[src/deflate_lz77_token_expander_defines.svh]
// assertion macros shared by the token expander rtl
`ifndef DEFLATE_LZ77_TOKEN_EXPANDER_DEFINES_SVH
`define DEFLATE_LZ77_TOKEN_EXPANDER_DEFINES_SVH

// same-cycle implication under reset
`define DLZE_ASSERT_IMPL(lbl, clk_s, rst_s, ante, cons, msg) \
    lbl: assert property (@(posedge clk_s) disable iff (!rst_s) (ante) |-> (cons)) \
        else $error(msg);

// next-cycle implication under reset
`define DLZE_ASSERT_NEXT(lbl, clk_s, rst_s, ante, cons, msg) \
    lbl: assert property (@(posedge clk_s) disable iff (!rst_s) (ante) |=> (cons)) \
        else $error(msg);

`endif

[src/dlze_pkg.sv]
// types and constants of the lz77 token expander
`timescale 1ns / 1ps

package dlze_pkg;

    localparam int unsigned ALU_W = 33;
    localparam logic [8:0] MAX_MATCH = 9'd258;

    typedef enum logic [1:0] {
        OP_LITERAL = 2'd0,
        OP_MATCH   = 2'd1,
        OP_END     = 2'd2
    } opcode_t;

    typedef enum logic [1:0] {
        STATUS_OK       = 2'd0,
        STATUS_EOB      = 2'd1,
        STATUS_BAD_DIST = 2'd2,
        STATUS_FULL     = 2'd3
    } status_t;

    typedef enum logic {
        ALU_ADD = 1'b0,
        ALU_SUB = 1'b1
    } alu_op_t;

    typedef enum logic [3:0] {
        ST_IDLE,
        ST_LIT,
        ST_DIST,
        ST_SUM,
        ST_CAP,
        ST_SRC,
        ST_WRAP,
        ST_COPY,
        ST_EMIT
    } state_t;

    // request from the sequencer to the output packer
    typedef struct packed {
        logic       byte_valid;
        logic [7:0] byte_data;
        logic       byte_last;
        logic       flush_valid;
        status_t    status;
    } pk_in_t;

endpackage

[src/dlze_alu.sv]
// shared 33-bit add/subtract unit used by the sequencer for its capacity, distance and index arithmetic
`timescale 1ns / 1ps

module dlze_alu
    import dlze_pkg::*;
(
    input  logic [ALU_W-1:0] a,
    input  logic [ALU_W-1:0] b,
    input  alu_op_t          op,
    output logic [ALU_W-1:0] res,
    output logic             carry
);

    logic [ALU_W-1:0] b_eff;
    logic [ALU_W:0]   sum;

    // subtract as a + ~b + 1; carry high means no borrow
    assign b_eff = (op == ALU_SUB) ? ~b : b;
    assign sum   = {1'b0, a} + {1'b0, b_eff} + {{ALU_W{1'b0}}, (op == ALU_SUB)};
    assign res   = sum[ALU_W-1:0];
    assign carry = sum[ALU_W];

endmodule

[config.mk]
export PLATFORM = sky130hd
export DESIGN_NAME = dlze_alu
export DESIGN_NICKNAME = d
export VERILOG_FILES = /design/src/deflate_lz77_token_expander_defines.svh /design/src/dlze_pkg.sv /design/src/dlze_alu.sv
export SDC_FILE = /design/constraint.sdc
export NUM_CORES = 1
export LEC_CHECK = 0
export ABC_AREA = 0
export BUFFER_PORTS_ARGS = -buffer_cell sky130_fd_sc_hd__clkbuf_2
export CAP_MARGIN = 20
export CORE_MARGIN = 8
export CORE_UTILIZATION = 51
export DETAILED_ROUTE_END_ITERATION = 16
export PLACE_DENSITY = 0.85
export RECOVER_POWER = 100
export SETUP_SLACK_MARGIN = 0.05
export SYNTH_ARGS = -nofsm -noshare
export SYNTH_HDL_FRONTEND = slang
export SYNTH_SLANG_ARGS = --single-unit
[constraint.sdc]
create_clock -name vclk -period 4.8
set_input_delay 0.72 -clock vclk [all_inputs]
set_output_delay 0.72 -clock vclk [all_outputs]
set_load 0.005 [all_outputs]
==> impl_metrics.csv, run 1 <==
group,metric,value,unit
synthesis,synth_top_family_by_area,"compound AO/OA/AOI/OAI gates",
die,rows,24,
cells_and_area,clkbuf_count,0,
status,status,"complete, no violations",
timing,max-slew-margin-rel,58.4,%
timing,worstMarginPinSlew,0.617,ns
synthesis,ys_warn_count,0,
synthesis,synthCells,330,
critical_path,endpoint_kind,"output pin",
synthesis,synth_nets,430,
synthesis,synth-compound-area-share,32.9,%
cells_and_area,fill_cells,446,
die,die_w,83.8,um
critical_path,worstSetupPathType,"in2out",
global_route,antenna_found_initial,0,
synthesis,synth-xor-area-share,21.3,%
routing,drcViolationCount,0,
power,leakage,0.00142,uW
cells_and_area,final_common_cell,"clkbuf_2",
hold_path,hp-start,"a[0]",
cells_and_area,post-route-util,64.2,%
die,core,4380,um2
critical_path,critPathMaxFanout,14,
cells_and_area,final_cell_mix,"clkbuf_2 (84), xor2_1 (45), nand2_1 (35), a21oi_1 (33), ha_1 (32)",
global_route,grtUsageTotal,18.9,%
critical_path,cp_data_arrival_time,3.62,ns
cells_and_area,register_area,0,um2
die,die_h,83.8,um
routing,totalWireLength,7250,um
power,power-per-cell-area,213,nW/um2
timing,hold_viol,0,
synthesis,seq_area_frac_synth,0,%
placed_design,dpl_cell_area,2860,um2
cells_and_area,fin_nets,520,
critical_path,crit_path_start_kind,"input port",
timing,slew_violations,0,
placed_design,hpwl,6280,um
global_route,grt_max_degree,17,
clocking,holdBufCountCts,0,
hold_path,min_path_type,"in2out",
timing,setup_violations,0,
power,ir_drop,96.7,uV
critical_path,crit_start,"op",
timing,rsz0062_at_grt,"no",
die,die_area,7030,um2
power,finalPower,599,uW
cells_and_area,syn2layout_area_growth,20.0,%
timing,clock.fmax,230,MHz
placed_design,gp_congestion,0.931,
timing,fin_crit_sh,90.4,%
cells_and_area,antenna_cells,0,
cells_and_area,drive_above_1_share,21.8,%
timing,finalSetupTns,0,ns
run,cap_violations,0,
timing,period_needed,4.34,ns
hold_path,hold_path_end,"res[0]",
clocking,ctsResizeCount,0,
routing,ant_nets,0,
routing,first_pass_iters,5,
global_route,grt_pass1_wl,12100,um
routing,drt_iter0_drc,172,
synthesis,yosys.area_share.simple,22.7,%
synthesis,synthAdderAreaFrac,17.9,%
routing,route.detailed.wl_per_inst,15.4,um
synthesis,synthesis.area,2350,um2
cells_and_area,multi_input_area,2230,um2
placed_design,portBuffers,101,
timing,holdWs,1.70,ns
routing,vias,2837,
cells_and_area,postLayoutCellArea,2820,um2
die,start_util,53.5,%
hold_path,min_path_cells,3,
global_route,first_global_vias,2761,
synthesis,syn_area_per_cell,7.11,um2
die,pin_count,101,
global_route,overflow,0,
synthesis,muxShareOfSynthArea,1.39,%
synthesis,yosysUniqueCellTypes,57,
routing,avgViaCountPerCell,6.04,
critical_path,crit_required,4.08,ns
clocking,postCtsSetupBuffers,0,
cells_and_area,seq_cell_count,0,
==> how the worst max path moves through the flow <==
stage | cells after the start | to
finish | 11 | res[32]
global route | 11 | res[26]
CTS | 11 | res[21]
detailed placement | 11 | res[26]
global placement | 11 | res[29]
floorplan | 10 | res[26]
==> per-stage QoR <==
step / cells / worst slack [ns]
after floorplan: 330 / 0.785
after global placement: 470 / 0.810
after detailed placement: 470 / 0.785
after CTS: 470 / 0.774
after global routing: 470 / 0.316
final: 470 / 0.459
==> routing by layer <==
| layer | wire length, um | vias to the layer above | track usage, % | part of all wire [%] |
|---|---|---|---|---|
| li1 | - | 1418 | - | - |
| met1 | 3090 | 1288 | 23.6 | 43 |
| met2 | 3470 | 125 | 33.3 | 48 |
| met3 | 648 | 6 | 3.91 | 8.9 |
| met4 | 47 | 0 | 1.57 | 0.65 |
| met5 | 0 | - | 0 | 0 |
==> power by group <==
part | internal [uW] | switching [uW]
logic | 259 | 341
clock network | 0 | 0
registers | 0 | 0
total | 259 | 341
==> cells in the mapped netlist (4+ instances only) <==
master    number  area [um2]
xor2_1        45         394
nand2_1       35         131
a21oi_1       33         165
ha_1          32         400
a21o_1        15         113
nor2_1        15        56.3
o21ai_0       15        75.1
xnor2_1       12         105
nand3_1       10        50.1
nand4_1        9        56.3
a31oi_1        6        37.5
and2_1         6        37.5
and3_1         6        37.5
buf_2          6        30.0
nor3_1         6        30.0
clkbuf_1       5        18.8
inv_1          5        18.8
a211oi_1       4        30.0
nand2b_1       4        25.0
o21bai_1       4        30.0
==> cell type report <==
type / count / share of cell area (%)
timing repair buffer: 103 / 17.7
tap: 52 / 2.31
multi-input combinational: 310 / 79.3
inverter: 5 / 0.667
==> cell families (layout without fill, tap and decap cells) <==
group	after synthesis	count (layout)
AO/OA/AOI/OAI	113	113
AND/OR/NAND/NOR	104	104
XOR/XNOR	57	57
adder cells (fa/ha/maj)	33	33
buffers and inverters	20	108
multiplexers	3	3
==> worst max-delay path, stage by stage <==
cell      delay [ns]
clkbuf_1        0.21
buf_4           0.30
xor2_1          0.18
ha_1            0.31
and3_1          0.21
a221oi_1        0.46
o21ai_0         0.30
a31o_1          0.35
a211oi_1        0.25
o221ai_1        0.17
clkbuf_2        0.14
Power figures use the tool's default switching activity.
==> run 2, diff against run 1 <==
ABC_AREA = 1   (was 0)
CORE_UTILIZATION = 53   (was 51)
PLACE_DENSITY = 0.86   (was 0.85)
==> impl_metrics.csv, run 2 <==
group,metric,value,unit
timing,period_needed,4.22,ns
global_route,grt_pass1_wl,13900,um
clocking,ctsResizeCount,0,
routing,first_pass_iters,7,
timing,setup_violations,0,
critical_path,cp_data_arrival_time,3.50,ns
routing,drcViolationCount,0,
power,p_clk_share,0,%
timing,rsz0062_at_grt,"no",
timing,worstMarginPinSlew,0.773,ns
placed_design,dpl_cell_area,3190,um2
cells_and_area,clkbuf_count,0,
die,die_w,86.2,um
routing,wl_met3,529,um
hold_path,min_path_type,"in2out",
synthesis,synth_common_cells,"nand2_1 (176), inv_1 (83), xor2_1 (47)",
die,die_h,86.2,um
synthesis,synthAdderAreaFrac,16.1,%
cells_and_area,fill_cells,494,
status,status,"complete, no violations",
cells_and_area,syn2layout_area_growth,20.3,%
synthesis,ys_warn_count,0,
synthesis,muxShareOfSynthArea,0,%
timing,hold_viol,0,
power,p_comb_share,100.0,%
critical_path,critPathMaxFanout,24,
global_route,grt_max_degree,25,
routing,wl_met2,3960,um
synthesis,synth.area.top_cells,"nand2_1 (25%), xor2_1 (16%), ha_1 (15%), inv_1 (12%), nor2_1 (6.3%)",
placed_design,place_ws,0.909,ns
synthesis,yosysUniqueCellTypes,22,
synthesis,synthCells,498,
power,ir_drop,113,uV
power,p_switching,355,uW
synthesis,syn_area_per_cell,5.24,um2
synthesis,synth_top_family_by_area,"simple AND/OR/NAND/NOR gates",
die,start_util,55.3,%
synthesis,synth-xor-area-share,15.8,%
power,power_frac_seq,0,%
placed_design,dp_cells,663,
die,rows,25,
cells_and_area,antenna_cells,0,
clocking,postCtsSetupBuffers,0,
timing,finalSetupTns,0,ns
critical_path,worstSetupPathType,"in2out",
critical_path,crit_required,4.08,ns
power,leakage,0.00199,uW
synthesis,synth-compound-area-share,11.7,%
timing,fin_crit_sh,87.9,%
timing,setup_ws,0.581,ns
power,internal_power,219,uW
critical_path,endpoint_kind,"output pin",
cells_and_area,seq_cell_count,0,
global_route,overflow,0,
die,pin_count,101,
cells_and_area,final_cell_mix,"nand2_1 (179), clkbuf_2 (85), inv_1 (83), xor2_1 (47), nor2_1 (45)",
die,core,4720,um2
placed_design,hpwl,7710,um
synthesis,seq_area_frac_synth,0,%
routing,highest_layer,"met4",
synthesis,synthesis.area,2610,um2
routing,route.detailed.wl_per_inst,12.9,um
power,power-per-cell-area,183,nW/um2
routing,wl_met1,4050,um
die,die_area,7430,um2
synthesis,yosysTopAreaCell,"nand2_1",
cells_and_area,register_area,0,um2
synthesis,yosysMostFrequentCell,"nand2_1",
global_route,first_global_vias,3066,
synthesis,synth_nets,598,
synthesis,synth_top_area_share,25.3,%
timing,max-slew-margin-rel,48.5,%
synthesis,yosys.area_share.simple,43.5,%
run,cap_violations,0,
clocking,holdBufCountCts,0,
cells_and_area,drive_above_1_share,16.4,%
placed_design,gp_congestion,0.943,
placed_design,portBuffers,101,
routing,drt_iter0_drc,225,
cells_and_area,stdcell_count,663,
power,sw_frac_of_total,61.9,%
routing,ant_nets,0,
timing,clock.fmax,237,MHz
cells_and_area,final_common_cell,"nand2_1",
routing,totalWireLength,8570,um
cells_and_area,postLayoutCellArea,3140,um2
global_route,antenna_found_initial,0,
routing,vias,3373,
critical_path,crit_path_start_kind,"input port",
timing,slew_violations,0,
global_route,grtUsageTotal,22.1,%
routing,avgViaCountPerCell,5.09,
cells_and_area,fin_nets,698,
==> run 2: cell count changes after synthesis, sizes merged, moves of 7 or more <==
cell	previous run	this run
nand2	35	183
xnor2	12	0
nand3	10	30
a21o	15	1
nand4	9	2
inv	5	84
nor2	15	48
==> run 2: final cells by class <==
type / instances / area [um2] / share of cell area [%]
timing repair buffer: 102 / 489 / 15.6
inverter: 84 / 315 / 10.0
multi-input combinational: 410 / 2250 / 71.7
tap: 67 / 83.8 / 2.67
==> run 2: path summary, 6_finish.rpt <==
kind                  from      end  slack, ns  depth (start not counted)
worst max-delay path    op  res[26]       0.58                         12
worst min-delay path  a[0]   res[0]       1.73                          4
==> run 2: layer usage <==
| layer | vias to the layer above | GRT usage (%) |
|---|---|---|
| met3 | 2 | 1.32 |
| met1 | 1497 | 30.3 |
| met4 | 0 | 0.626 |
| met2 | 122 | 38.6 |
| met5 | - | 0 |
| li1 | 1752 | - |
==> run 2: cells by family after synthesis <==
family / Yosys count
xor+xnor: 47
compound gates: 57
buf+inv: 88
simple gates: 273
fa+ha+maj: 33
==> run 2: power by group through the flow <==
stage	Sequential (uW)	Clock (uW)	Combinational, uW
floorplan	0	0	377
global placement	0	0	576
detailed placement	0	0	583
CTS	0	0	586
global route	0	0	644
finish	0	0	573
==> run 2: metrics by stage <==
stage	hold WS, ns	total power [uW]	utilization, %
finish	1.73	573	66.5
global route	1.75	644	66.5
CTS	1.75	586	67.4
detailed placement	1.75	583	67.4
global placement	1.73	576	67.4
floorplan	1.54	377	-
==> run 2: critical path, cell delays in order <==
cell and delay (ns):
clkbuf_2 0.58, clkbuf_1 0.60, xor2_1 0.14, ha_1 0.38
a21oi_1 0.24, nor2_1 0.09, nor2_1 0.11, nand2_1 0.06
a21oi_1 0.20, nand3_1 0.10, nand2_1 0.12, clkbuf_1 0.13
