### src/deflate_lz77_token_expander_defines.svh
// assertion macros shared by the token expander rtl
`ifndef DEFLATE_LZ77_TOKEN_EXPANDER_DEFINES_SVH
`define DEFLATE_LZ77_TOKEN_EXPANDER_DEFINES_SVH

// same-cycle implication under reset
`define DLZE_ASSERT_IMPL(lbl, clk_s, rst_s, ante, cons, msg) \
    lbl: assert property (@(posedge clk_s) disable iff (!rst_s) (ante) |-> (cons)) \
        else $error(msg);

// next-cycle implication under reset
`define DLZE_ASSERT_NEXT(lbl, clk_s, rst_s, ante, cons, msg) \
    lbl: assert property (@(posedge clk_s) disable iff (!rst_s) (ante) |=> (cons)) \
        else $error(msg);

`endif

### src/dlze_pkg.sv
// types and constants of the lz77 token expander
`timescale 1ns / 1ps

package dlze_pkg;

    localparam int unsigned ALU_W = 33;
    localparam logic [8:0] MAX_MATCH = 9'd258;

    typedef enum logic [1:0] {
        OP_LITERAL = 2'd0,
        OP_MATCH   = 2'd1,
        OP_END     = 2'd2
    } opcode_t;

    typedef enum logic [1:0] {
        STATUS_OK       = 2'd0,
        STATUS_EOB      = 2'd1,
        STATUS_BAD_DIST = 2'd2,
        STATUS_FULL     = 2'd3
    } status_t;

    typedef enum logic {
        ALU_ADD = 1'b0,
        ALU_SUB = 1'b1
    } alu_op_t;

    typedef enum logic [3:0] {
        ST_IDLE,
        ST_LIT,
        ST_DIST,
        ST_SUM,
        ST_CAP,
        ST_SRC,
        ST_WRAP,
        ST_COPY,
        ST_EMIT
    } state_t;

    // request from the sequencer to the output packer
    typedef struct packed {
        logic       byte_valid;
        logic [7:0] byte_data;
        logic       byte_last;
        logic       flush_valid;
        status_t    status;
    } pk_in_t;

endpackage

### src/dlze_packer.sv
// packs literal and copied bytes into output words, emits status words and holds the output register
`timescale 1ns / 1ps

module dlze_packer
    import dlze_pkg::*;
#(
    parameter int unsigned LANE_BYTES = 8
) (
    input  logic        clk,
    input  logic        rst_n,
    input  pk_in_t      pk_in,
    output logic        out_free,
    output logic        out_valid,
    input  logic        out_stall,
    output logic [63:0] data_bytes,
    output logic [3:0]  byte_count,
    output logic        last,
    output logic [1:0]  status
);

    localparam int unsigned LW = $clog2(LANE_BYTES + 1);

    logic [63:0]   acc_reg, acc_next;
    logic [LW-1:0] lane_reg, lane_next;
    logic          out_valid_reg, out_valid_next;
    logic [63:0]   data_reg, data_next;
    logic [3:0]    count_reg, count_next;
    logic          last_reg, last_next;
    status_t       status_reg, status_next;
    logic [63:0]   merged;

    assign out_free = !out_valid_reg || !out_stall;
    assign merged   = acc_reg | (64'(pk_in.byte_data) << {lane_reg, 3'b000});

    always_comb
    begin
        acc_next       = acc_reg;
        lane_next      = lane_reg;
        data_next      = data_reg;
        count_next     = count_reg;
        last_next      = last_reg;
        status_next    = status_reg;
        out_valid_next = out_valid_reg && out_stall;
        if (pk_in.flush_valid)
        begin
            data_next      = 64'd0;
            count_next     = 4'd0;
            last_next      = 1'b1;
            status_next    = pk_in.status;
            out_valid_next = 1'b1;
        end
        else if (pk_in.byte_valid)
        begin
            if (pk_in.byte_last || (lane_reg == LW'(LANE_BYTES - 1)))
            begin
                data_next      = merged;
                count_next     = 4'(lane_reg) + 4'd1;
                last_next      = pk_in.byte_last;
                status_next    = STATUS_OK;
                out_valid_next = 1'b1;
                acc_next       = 64'd0;
                lane_next      = '0;
            end
            else
            begin
                acc_next  = merged;
                lane_next = lane_reg + LW'(1);
            end
        end
    end

    always_ff @(posedge clk or negedge rst_n)
    begin
        if (!rst_n)
        begin
            acc_reg       <= 64'd0;
            lane_reg      <= '0;
            out_valid_reg <= 1'b0;
        end
        else
        begin
            acc_reg       <= acc_next;
            lane_reg      <= lane_next;
            out_valid_reg <= out_valid_next;
        end
    end

    always_ff @(posedge clk)
    begin
        data_reg   <= data_next;
        count_reg  <= count_next;
        last_reg   <= last_next;
        status_reg <= status_next;
    end

    assign out_valid  = out_valid_reg;
    assign data_bytes = data_reg;
    assign byte_count = count_reg;
    assign last       = last_reg;
    assign status     = status_reg;

endmodule

### config.mk
export PLATFORM = sky130hd
export DESIGN_NAME = dlze_packer
export DESIGN_NICKNAME = d
export VERILOG_FILES = /design/src/deflate_lz77_token_expander_defines.svh /design/src/dlze_pkg.sv /design/src/dlze_packer.sv
export SDC_FILE = /design/constraint.sdc
export NUM_CORES = 1
export LEC_CHECK = 0
export ABC_AREA = 1
export BUFFER_PORTS_ARGS = -buffer_cell sky130_fd_sc_hd__buf_2
export CAP_MARGIN = 40
export CELL_PAD_IN_SITES_DETAIL_PLACEMENT = 1
export CELL_PAD_IN_SITES_GLOBAL_PLACEMENT = 1
export CORE_AREA = 3 3 155 112
export CTS_CLUSTER_SIZE = 40
export DETAILED_ROUTE_END_ITERATION = 10
export DIE_AREA = 0 0 158 115
export PLACE_DENSITY_LB_ADDON = 0.1
export SYNTH_ARGS = -nofsm -noshare
export SYNTH_HDL_FRONTEND = slang
export SYNTH_SLANG_ARGS = --single-unit
export TNS_END_PERCENT = 5
### constraint.sdc
create_clock -name clk -period 1.9 [get_ports clk]
set_input_delay 0.38 -clock clk [delete_from_list [all_inputs] [get_ports clk]]
set_output_delay 0.38 -clock clk [all_outputs]
set_load 0.01 [all_outputs]
==> results of run 1 <==
## logic make-up after synthesis
family	after synthesis	share of synthesized area
flip-flops	140	0.489
buffers and inverters	204	0.131
XOR/XNOR	1	0.00135
adder cells (fa/ha/maj)	1	0.00193
AND/OR/NAND/NOR	511	0.306
AO/OA/AOI/OAI	78	0.0707
## repair_timing
action | in CTS | in global routing
hold buffers | 1 | 0
hold endpoints to repair | 17 | 0
gates resized for setup | 0 | 0
## Yosys cell counts, types with 2 or more instances
cell	n	area, sq um
a21oi_1	4	20.0
buf_2	16	80.1
buf_4	11	82.6
buf_6	3	33.8
clkbuf_1	17	63.8
dfrtp_1	69	1730
dfxtp_1	69	1380
edfxtp_1	2	60.1
inv_1	153	574
inv_2	3	11.3
nand2_1	317	1190
nand2_2	3	18.8
nand3_1	38	190
nor2_1	150	563
o21ai_0	45	225
o21bai_1	26	195
o22ai_1	2	12.5
## stage by stage
stage                     hold slack (ns)  power [W]   util  cell area (sq um)  std cells
final                               0.198    0.00755  0.484               7770       1240
after global placement              0.412    0.00449  0.450               7220       1207
after detailed placement            0.424    0.00452  0.450               7220       1207
after floorplan                    0.0844    0.00405      -               6480        935
after CTS                           0.183    0.00766  0.484               7770       1240
after global routing                0.210    0.00797  0.484               7770       1240
## path summary, 6_finish.rpt
check / start / endpoint / slack [ns] / cells past startpoint
max reg2reg: lane_reg[0] / data_bytes[39] / 0.21 / 8
max: lane_reg[0] / data_bytes[39] / 0.21 / 8
min: out_stall / out_valid / 0.20 / 3
min reg2reg: last / last / 0.45 / 2
max in group asynchronous: rst_n / acc_reg[1] / 0.85 / 3
min in group asynchronous: rst_n / acc_reg[27] / 0.51 / 2
## worst max-delay path, stage by stage, from the launching register on
cell     delay, ns
dfrtp_1       0.38
ha_1          0.24
nand3_2       0.10
nand2_2       0.12
nand2_4       0.21
buf_12        0.26
nand2_1       0.10
nand2_1       0.09
nor2_1        0.05
## area by class of cell
cell class,instances,area [sq um],share of cell area
clock buffers,26,510,0.0657
clock inverters,6,33.8,0.00435
inverters,157,589,0.0758
multi-input cells,591,2470,0.318
flip-flops and latches,140,3170,0.408
well taps,205,256,0.0330
repair buffers,115,746,0.0959
## power breakdown
group,internal (W),switching (W)
Sequential,0.00315,0.0000824
Clock,0.00184,0.00124
Combinational,0.000406,0.000834
## routing by layer
layer  vias to the layer above  share of wire  global-route usage
li1                       2935              -                   -
met1                      2655           0.55               0.334
met2                       111           0.39               0.282
met3                        17          0.039              0.0339
met4                         0          0.015              0.0728
met5                         -              0                   0
## cell usage in the layout (no fill, tap or decap)
cell / count
a21oi_1: 4
buf_12: 8
buf_2: 88
buf_4: 18
clkbuf_1: 5
clkbuf_16: 18
clkbuf_8: 3
clkinv_1: 1
clkinv_2: 4
clkinvlp_4: 1
dfrtp_1: 69
dfxtp_1: 69
dlygate4sd3_1: 1
edfxtp_1: 2
ha_1: 1
inv_1: 153
inv_2: 3
inv_4: 1
nand2_1: 317
nand2_2: 2
nand2_4: 1
nand3_1: 38
nand3_2: 1
nand4_1: 1
nor2_1: 150
nor2_2: 1
o21ai_0: 45
o21ai_1: 1
o21bai_1: 26
o22ai_1: 2
xnor2_1: 1
==> impl_metrics.env, run 1 <==
export IMPL_clockRootBuffer="clkbuf_16"
export IMPL_skew_ns=0.00775
export IMPL_ant_nets=0
export IMPL_drc=0
export IMPL_status="finished, final reports clean"
export IMPL_rows=39
export IMPL_leakagePower_nw=4.53
export IMPL_dieHeight_um=115
export IMPL_ys_async_sr_fraction=0.493
export IMPL_fin_crit_sh=0.887
export IMPL_synth_cell_types=24
export IMPL_fin_crit_ns=1.69
export IMPL_hpwl_mm=12.5
export IMPL_syn2layout_area_growth_pct=19.9
export IMPL_routabilityCongestion=0.770
export IMPL_grtUsageTotal=0.209
export IMPL_ys_warn_count=0
export IMPL_tightest_slew_ns=0.610
export IMPL_final_nets=1039
export IMPL_drt_total_wl_mm=18.0
export IMPL_ys_seq_elements=140
export IMPL_maxCapViolCount=0
export IMPL_hold_viol_final=0
export IMPL_rsz0062_at_grt="no"
export IMPL_die_area_sq_um=18200
export IMPL_syn_nets=952
export IMPL_synthesis_area_sq_um=6480
export IMPL_antenna_found_initial=0
export IMPL_cts_setup_buffers=0
export IMPL_timing_final_ws_setup_ns=0.214
export IMPL_diodes=0
export IMPL_ys_flop_type="dfxtp_1"
export IMPL_report_final_slew_viol_count=0
export IMPL_clk_pin_slew_ns=0.06
export IMPL_viasPerCell=4.61
export IMPL_clock_fmax_mhz=593
export IMPL_io_pins=89
export IMPL_ys_seq_area_frac=0.489
export IMPL_netlist_instances=935
export IMPL_hold_class="input port to flop"
export IMPL_setup_tns_ns=0
export IMPL_core_sq_um=16100
export IMPL_place_ws_ns=0.227
export IMPL_vias=5718
export IMPL_grt_pass1_vias=5603
export IMPL_worstSkewPairLatency_ns=0.42
export IMPL_drive_above_1_share=0.144
export IMPL_die_width_um=158
export IMPL_cts_tree="yes"
export IMPL_setup_viol=0
export IMPL_synth_edff_count=2
export IMPL_worst_ep_arrival_time_ns=1.99
export IMPL_relSlewSlack=0.593
export IMPL_ctsHtreeMaxLevel=4
export IMPL_n_fill_cell=2114
export IMPL_cp_max_fo=51
export IMPL_synth_area_per_cell_sq_um=6.93
export IMPL_power_density_nw_per_um2=972
export IMPL_wl_per_cell_um=14.5
export IMPL_overflow=0
export IMPL_grt_max_degree=52
export IMPL_clock_sinks=140
export IMPL_worst_ep_required_time_ns=2.21
export IMPL_clk_path_buf_depth=2
export IMPL_endpoint_kind="flop"
export IMPL_drt_iter0_markers=344
export IMPL_initial_core_util=0.404
export IMPL_cts_buffers=17
export IMPL_grt_first_pass_wirelength_mm=29.8
export IMPL_path_class="flop to flop"
export IMPL_numPortBuffers=88
export IMPL_drt_pass1_iterations=4
export IMPL_ir_drop_v=0.000588
export IMPL_cp_start_kind="flop"
No activity file was read; power rests on OpenSTA's default activity.
==> inputs of run 2 (changes only) <==
--- a/config.mk
+++ b/config.mk
@@ -7,3 +7,3 @@
 export LEC_CHECK = 0
-export ABC_AREA = 1
+export ABC_AREA = 0
 export BUFFER_PORTS_ARGS = -buffer_cell sky130_fd_sc_hd__buf_2
@@ -12,6 +12,6 @@
 export CELL_PAD_IN_SITES_GLOBAL_PLACEMENT = 1
-export CORE_AREA = 3 3 155 112
+export CORE_AREA = 3 3 143 104
 export CTS_CLUSTER_SIZE = 40
 export DETAILED_ROUTE_END_ITERATION = 10
-export DIE_AREA = 0 0 158 115
+export DIE_AREA = 0 0 146 107
 export PLACE_DENSITY_LB_ADDON = 0.1
--- a/constraint.sdc
+++ b/constraint.sdc
@@ -3,2 +3,2 @@
 set_output_delay 0.38 -clock clk [all_outputs]
-set_load 0.01 [all_outputs]
+set_load 0.02 [all_outputs]
==> run 2 against run 1 <==
Against the previous run: worst setup slack got worse by 0.17 ns; clock skew rose by 0.00081 ns; non-clock buffer count rose by 17; via count fell by 12%; count of clock-buffer cells in the layout fell by 5; sequential power rose by 7.1%; utilization rose by 4.9 points; design area fell by 6.4%; total power rose by 8.9%; die area fell by 14%; critical endpoint is now data_bytes[12]; largest cell class unchanged; highest routed layer unchanged.
==> impl_metrics.env, run 2 <==
export IMPL_status="finished, final reports clean"
export IMPL_synth_area_per_cell_sq_um=10.6
export IMPL_clock_fmax_mhz=540
export IMPL_die_width_um=146
export IMPL_cts_tree="yes"
export IMPL_syn2layout_area_growth_pct=22.7
export IMPL_maxCapViolCount=0
export IMPL_cp_start_kind="flop"
export IMPL_clockRootBuffer="clkbuf_16"
export IMPL_drc=0
export IMPL_io_pins=89
export IMPL_final_cells=844
export IMPL_hold_start="out_stall"
export IMPL_vias=5028
export IMPL_initial_core_util=0.435
export IMPL_hold_depth=3
export IMPL_path_buf_inv=1
export IMPL_synthesis_area_sq_um=5930
export IMPL_synth_cell_types=40
export IMPL_reg2reg_depth=5
export IMPL_fin_crit_sh=0.975
export IMPL_path_class="flop to flop"
export IMPL_cts_buffers=17
export IMPL_clk_path_buf_depth=2
export IMPL_cts_setup_buffers=0
export IMPL_rsz0062_at_grt="yes"
export IMPL_rows=36
export IMPL_final_common_cell="buf_2"
export IMPL_yosys_area_top_type="dfrtp_1"
export IMPL_hold_viol_final=0
export IMPL_power_density_nw_per_um2=1130
export IMPL_path_delay_family="simple AND/OR/NAND/NOR gates"
export IMPL_endpoint_kind="flop"
export IMPL_synth_commonest_cells="69 x dfrtp_1, 69 x dfxtp_1, 67 x nor3_1"
export IMPL_die_area_sq_um=15600
export IMPL_dp_cells=811
export IMPL_grt_pass1_vias=5248
export IMPL_stdcell_area_sq_um=7280
export IMPL_leakagePower_nw=3.12
export IMPL_drt_iter0_markers=384
export IMPL_antenna_found_initial=0
export IMPL_min_to="out_valid"
export IMPL_skew_ns=0.00857
export IMPL_worstSkewPairLatency_ns=0.42
export IMPL_worst_ep_arrival_time_ns=2.17
export IMPL_r2r_end="data_bytes[12]"
export IMPL_ctsHtreeMaxLevel=4
export IMPL_wl_per_cell_um=22.2
export IMPL_syn_nets=578
export IMPL_report_final_slew_viol_count=0
export IMPL_hpwl_mm=12.1
export IMPL_grt_first_pass_wirelength_mm=29.7
export IMPL_path_cells="ha_1 > and4b_2 > or2_2 > buf_12 > a211oi_1"
export IMPL_setup_viol=0
export IMPL_cp_max_fo=35
export IMPL_ys_flop_type="dfxtp_1"
export IMPL_dieHeight_um=107
export IMPL_drive_above_1_share=0.323
export IMPL_ys_warn_count=0
export IMPL_fin_crit_ns=1.85
export IMPL_tightest_slew_ns=0.724
export IMPL_worst_path_max_delay_cell="dfrtp_1"
export IMPL_synthTopCellsByArea="dfrtp_1 29%, dfxtp_1 23%, a211oi_2 6.3%, nor3_1 5.7%, a21oi_1 5.6%"
export IMPL_core_sq_um=13600
export IMPL_ant_nets=0
export IMPL_layout_common_cells="88 x buf_2, 69 x dfrtp_1, 69 x dfxtp_1"
export IMPL_ys_seq_elements=140
export IMPL_grt_max_degree=72
export IMPL_numPortBuffers=88
export IMPL_diodes=0
export IMPL_netlist_instances=561
export IMPL_rrSetupSlack_ns=0.05
export IMPL_ys_async_sr_fraction=0.493
export IMPL_viasPerCell=5.96
export IMPL_ys_seq_area_frac=0.534
export IMPL_clk_pin_slew_ns=0.06
export IMPL_worst_ep_required_time_ns=2.22
export IMPL_grtUsageTotal=0.244
export IMPL_synth_edff_count=2
export IMPL_totalPowerFinal_w=0.00823
export IMPL_place_area_sq_um=6720
export IMPL_hold_class="input port to flop"
export IMPL_drt_pass1_iterations=5
export IMPL_drt_total_wl_mm=18.7
export IMPL_final_nets=658
export IMPL_crit_path_max_incr_delay_ns=0.38
export IMPL_overflow=0
export IMPL_ir_drop_v=0.000739
export IMPL_r2r_start="lane_reg[0]"
export IMPL_relSlewSlack=0.511
export IMPL_fin_hold_ws_ns=0.196
export IMPL_routabilityCongestion=0.812
export IMPL_clock_sinks=140
export IMPL_synth_top_cell_area_share=0.291
run 2: worst max-delay path by stage:
stage	endpoint	from	cells after the start
2_1_floorplan	data_bytes[34]	lane_reg[0]	8
3_3_place_gp	data_bytes[26]	lane_reg[0]	5
3_5_place_dp	data_bytes[12]	lane_reg[0]	5
4_1_cts	data_bytes[12]	lane_reg[0]	5
5_1_grt	data_bytes[16]	lane_reg[0]	5
6_report	data_bytes[12]	lane_reg[0]	5
run 2: worst register-to-register path: cells and delay by family (launching register included):
| family | cells | cell delay, ns |
|---|---|---|
| and+or+nand+nor | 2 | 0.64 |
| DFF | 1 | 0.38 |
| AOI/OAI and AO/OA | 1 | 0.28 |
| buffers and inverters | 1 | 0.20 |
| adders and majority gates | 1 | 0.26 |
run 2: kinds of logic (layout without fill, tap and decap cells):
logic type	Yosys count	count (layout)	synth area share
AO/OA/AOI/OAI	205	205	0.258
multiplexers	1	1	0.00190
XOR/XNOR	1	1	0.00148
buffers and inverters	71	164	0.0593
adder cells (fa/ha/maj)	1	1	0.00211
flip-flops	140	140	0.534
AND/OR/NAND/NOR	142	142	0.144
run 2: where the power goes:
group          internal, W  switching [W]
Sequential         0.00327       0.000188
Clock              0.00180        0.00130
Combinational     0.000627        0.00104
run 2: cell type report:
type	count	area [sq um]
sequential	140	3170
timing repair buffer	132	886
multi-input combinational	350	2440
clock inverter	11	66.3
clock buffer	21	482
tap	190	238
fill	1477	6370
run 2: metal layers:
metal / up-vias / part of all wire / track usage
met1: 2567 / 0.47 / 0.330
li1: 2270 / - / -
met4: 0 / 0.023 / 0.0872
met2: 156 / 0.46 / 0.387
met5: - / 0 / 0
met3: 35 / 0.054 / 0.0553
run 2: what timing repair did:
| item | CTS | global route |
|---|---|---|
| setup endpoints to repair | 0 | 11 |
| hold buffers | 1 | 0 |
| hold endpoints to repair | 15 | 0 |
| resized for setup | 0 | 1 |
run 2: through the flow:
step / setup slack [ns] / TNS [ns] / util
finish: 0.0474 / 0 / 0.533
global route: -0.0412 / -0.200 / 0.533
CTS: 0.0244 / 0 / 0.533
detailed placement: 0.0550 / 0 / 0.492
global placement: 0.189 / 0 / 0.492
floorplan: 0.124 / 0 / -
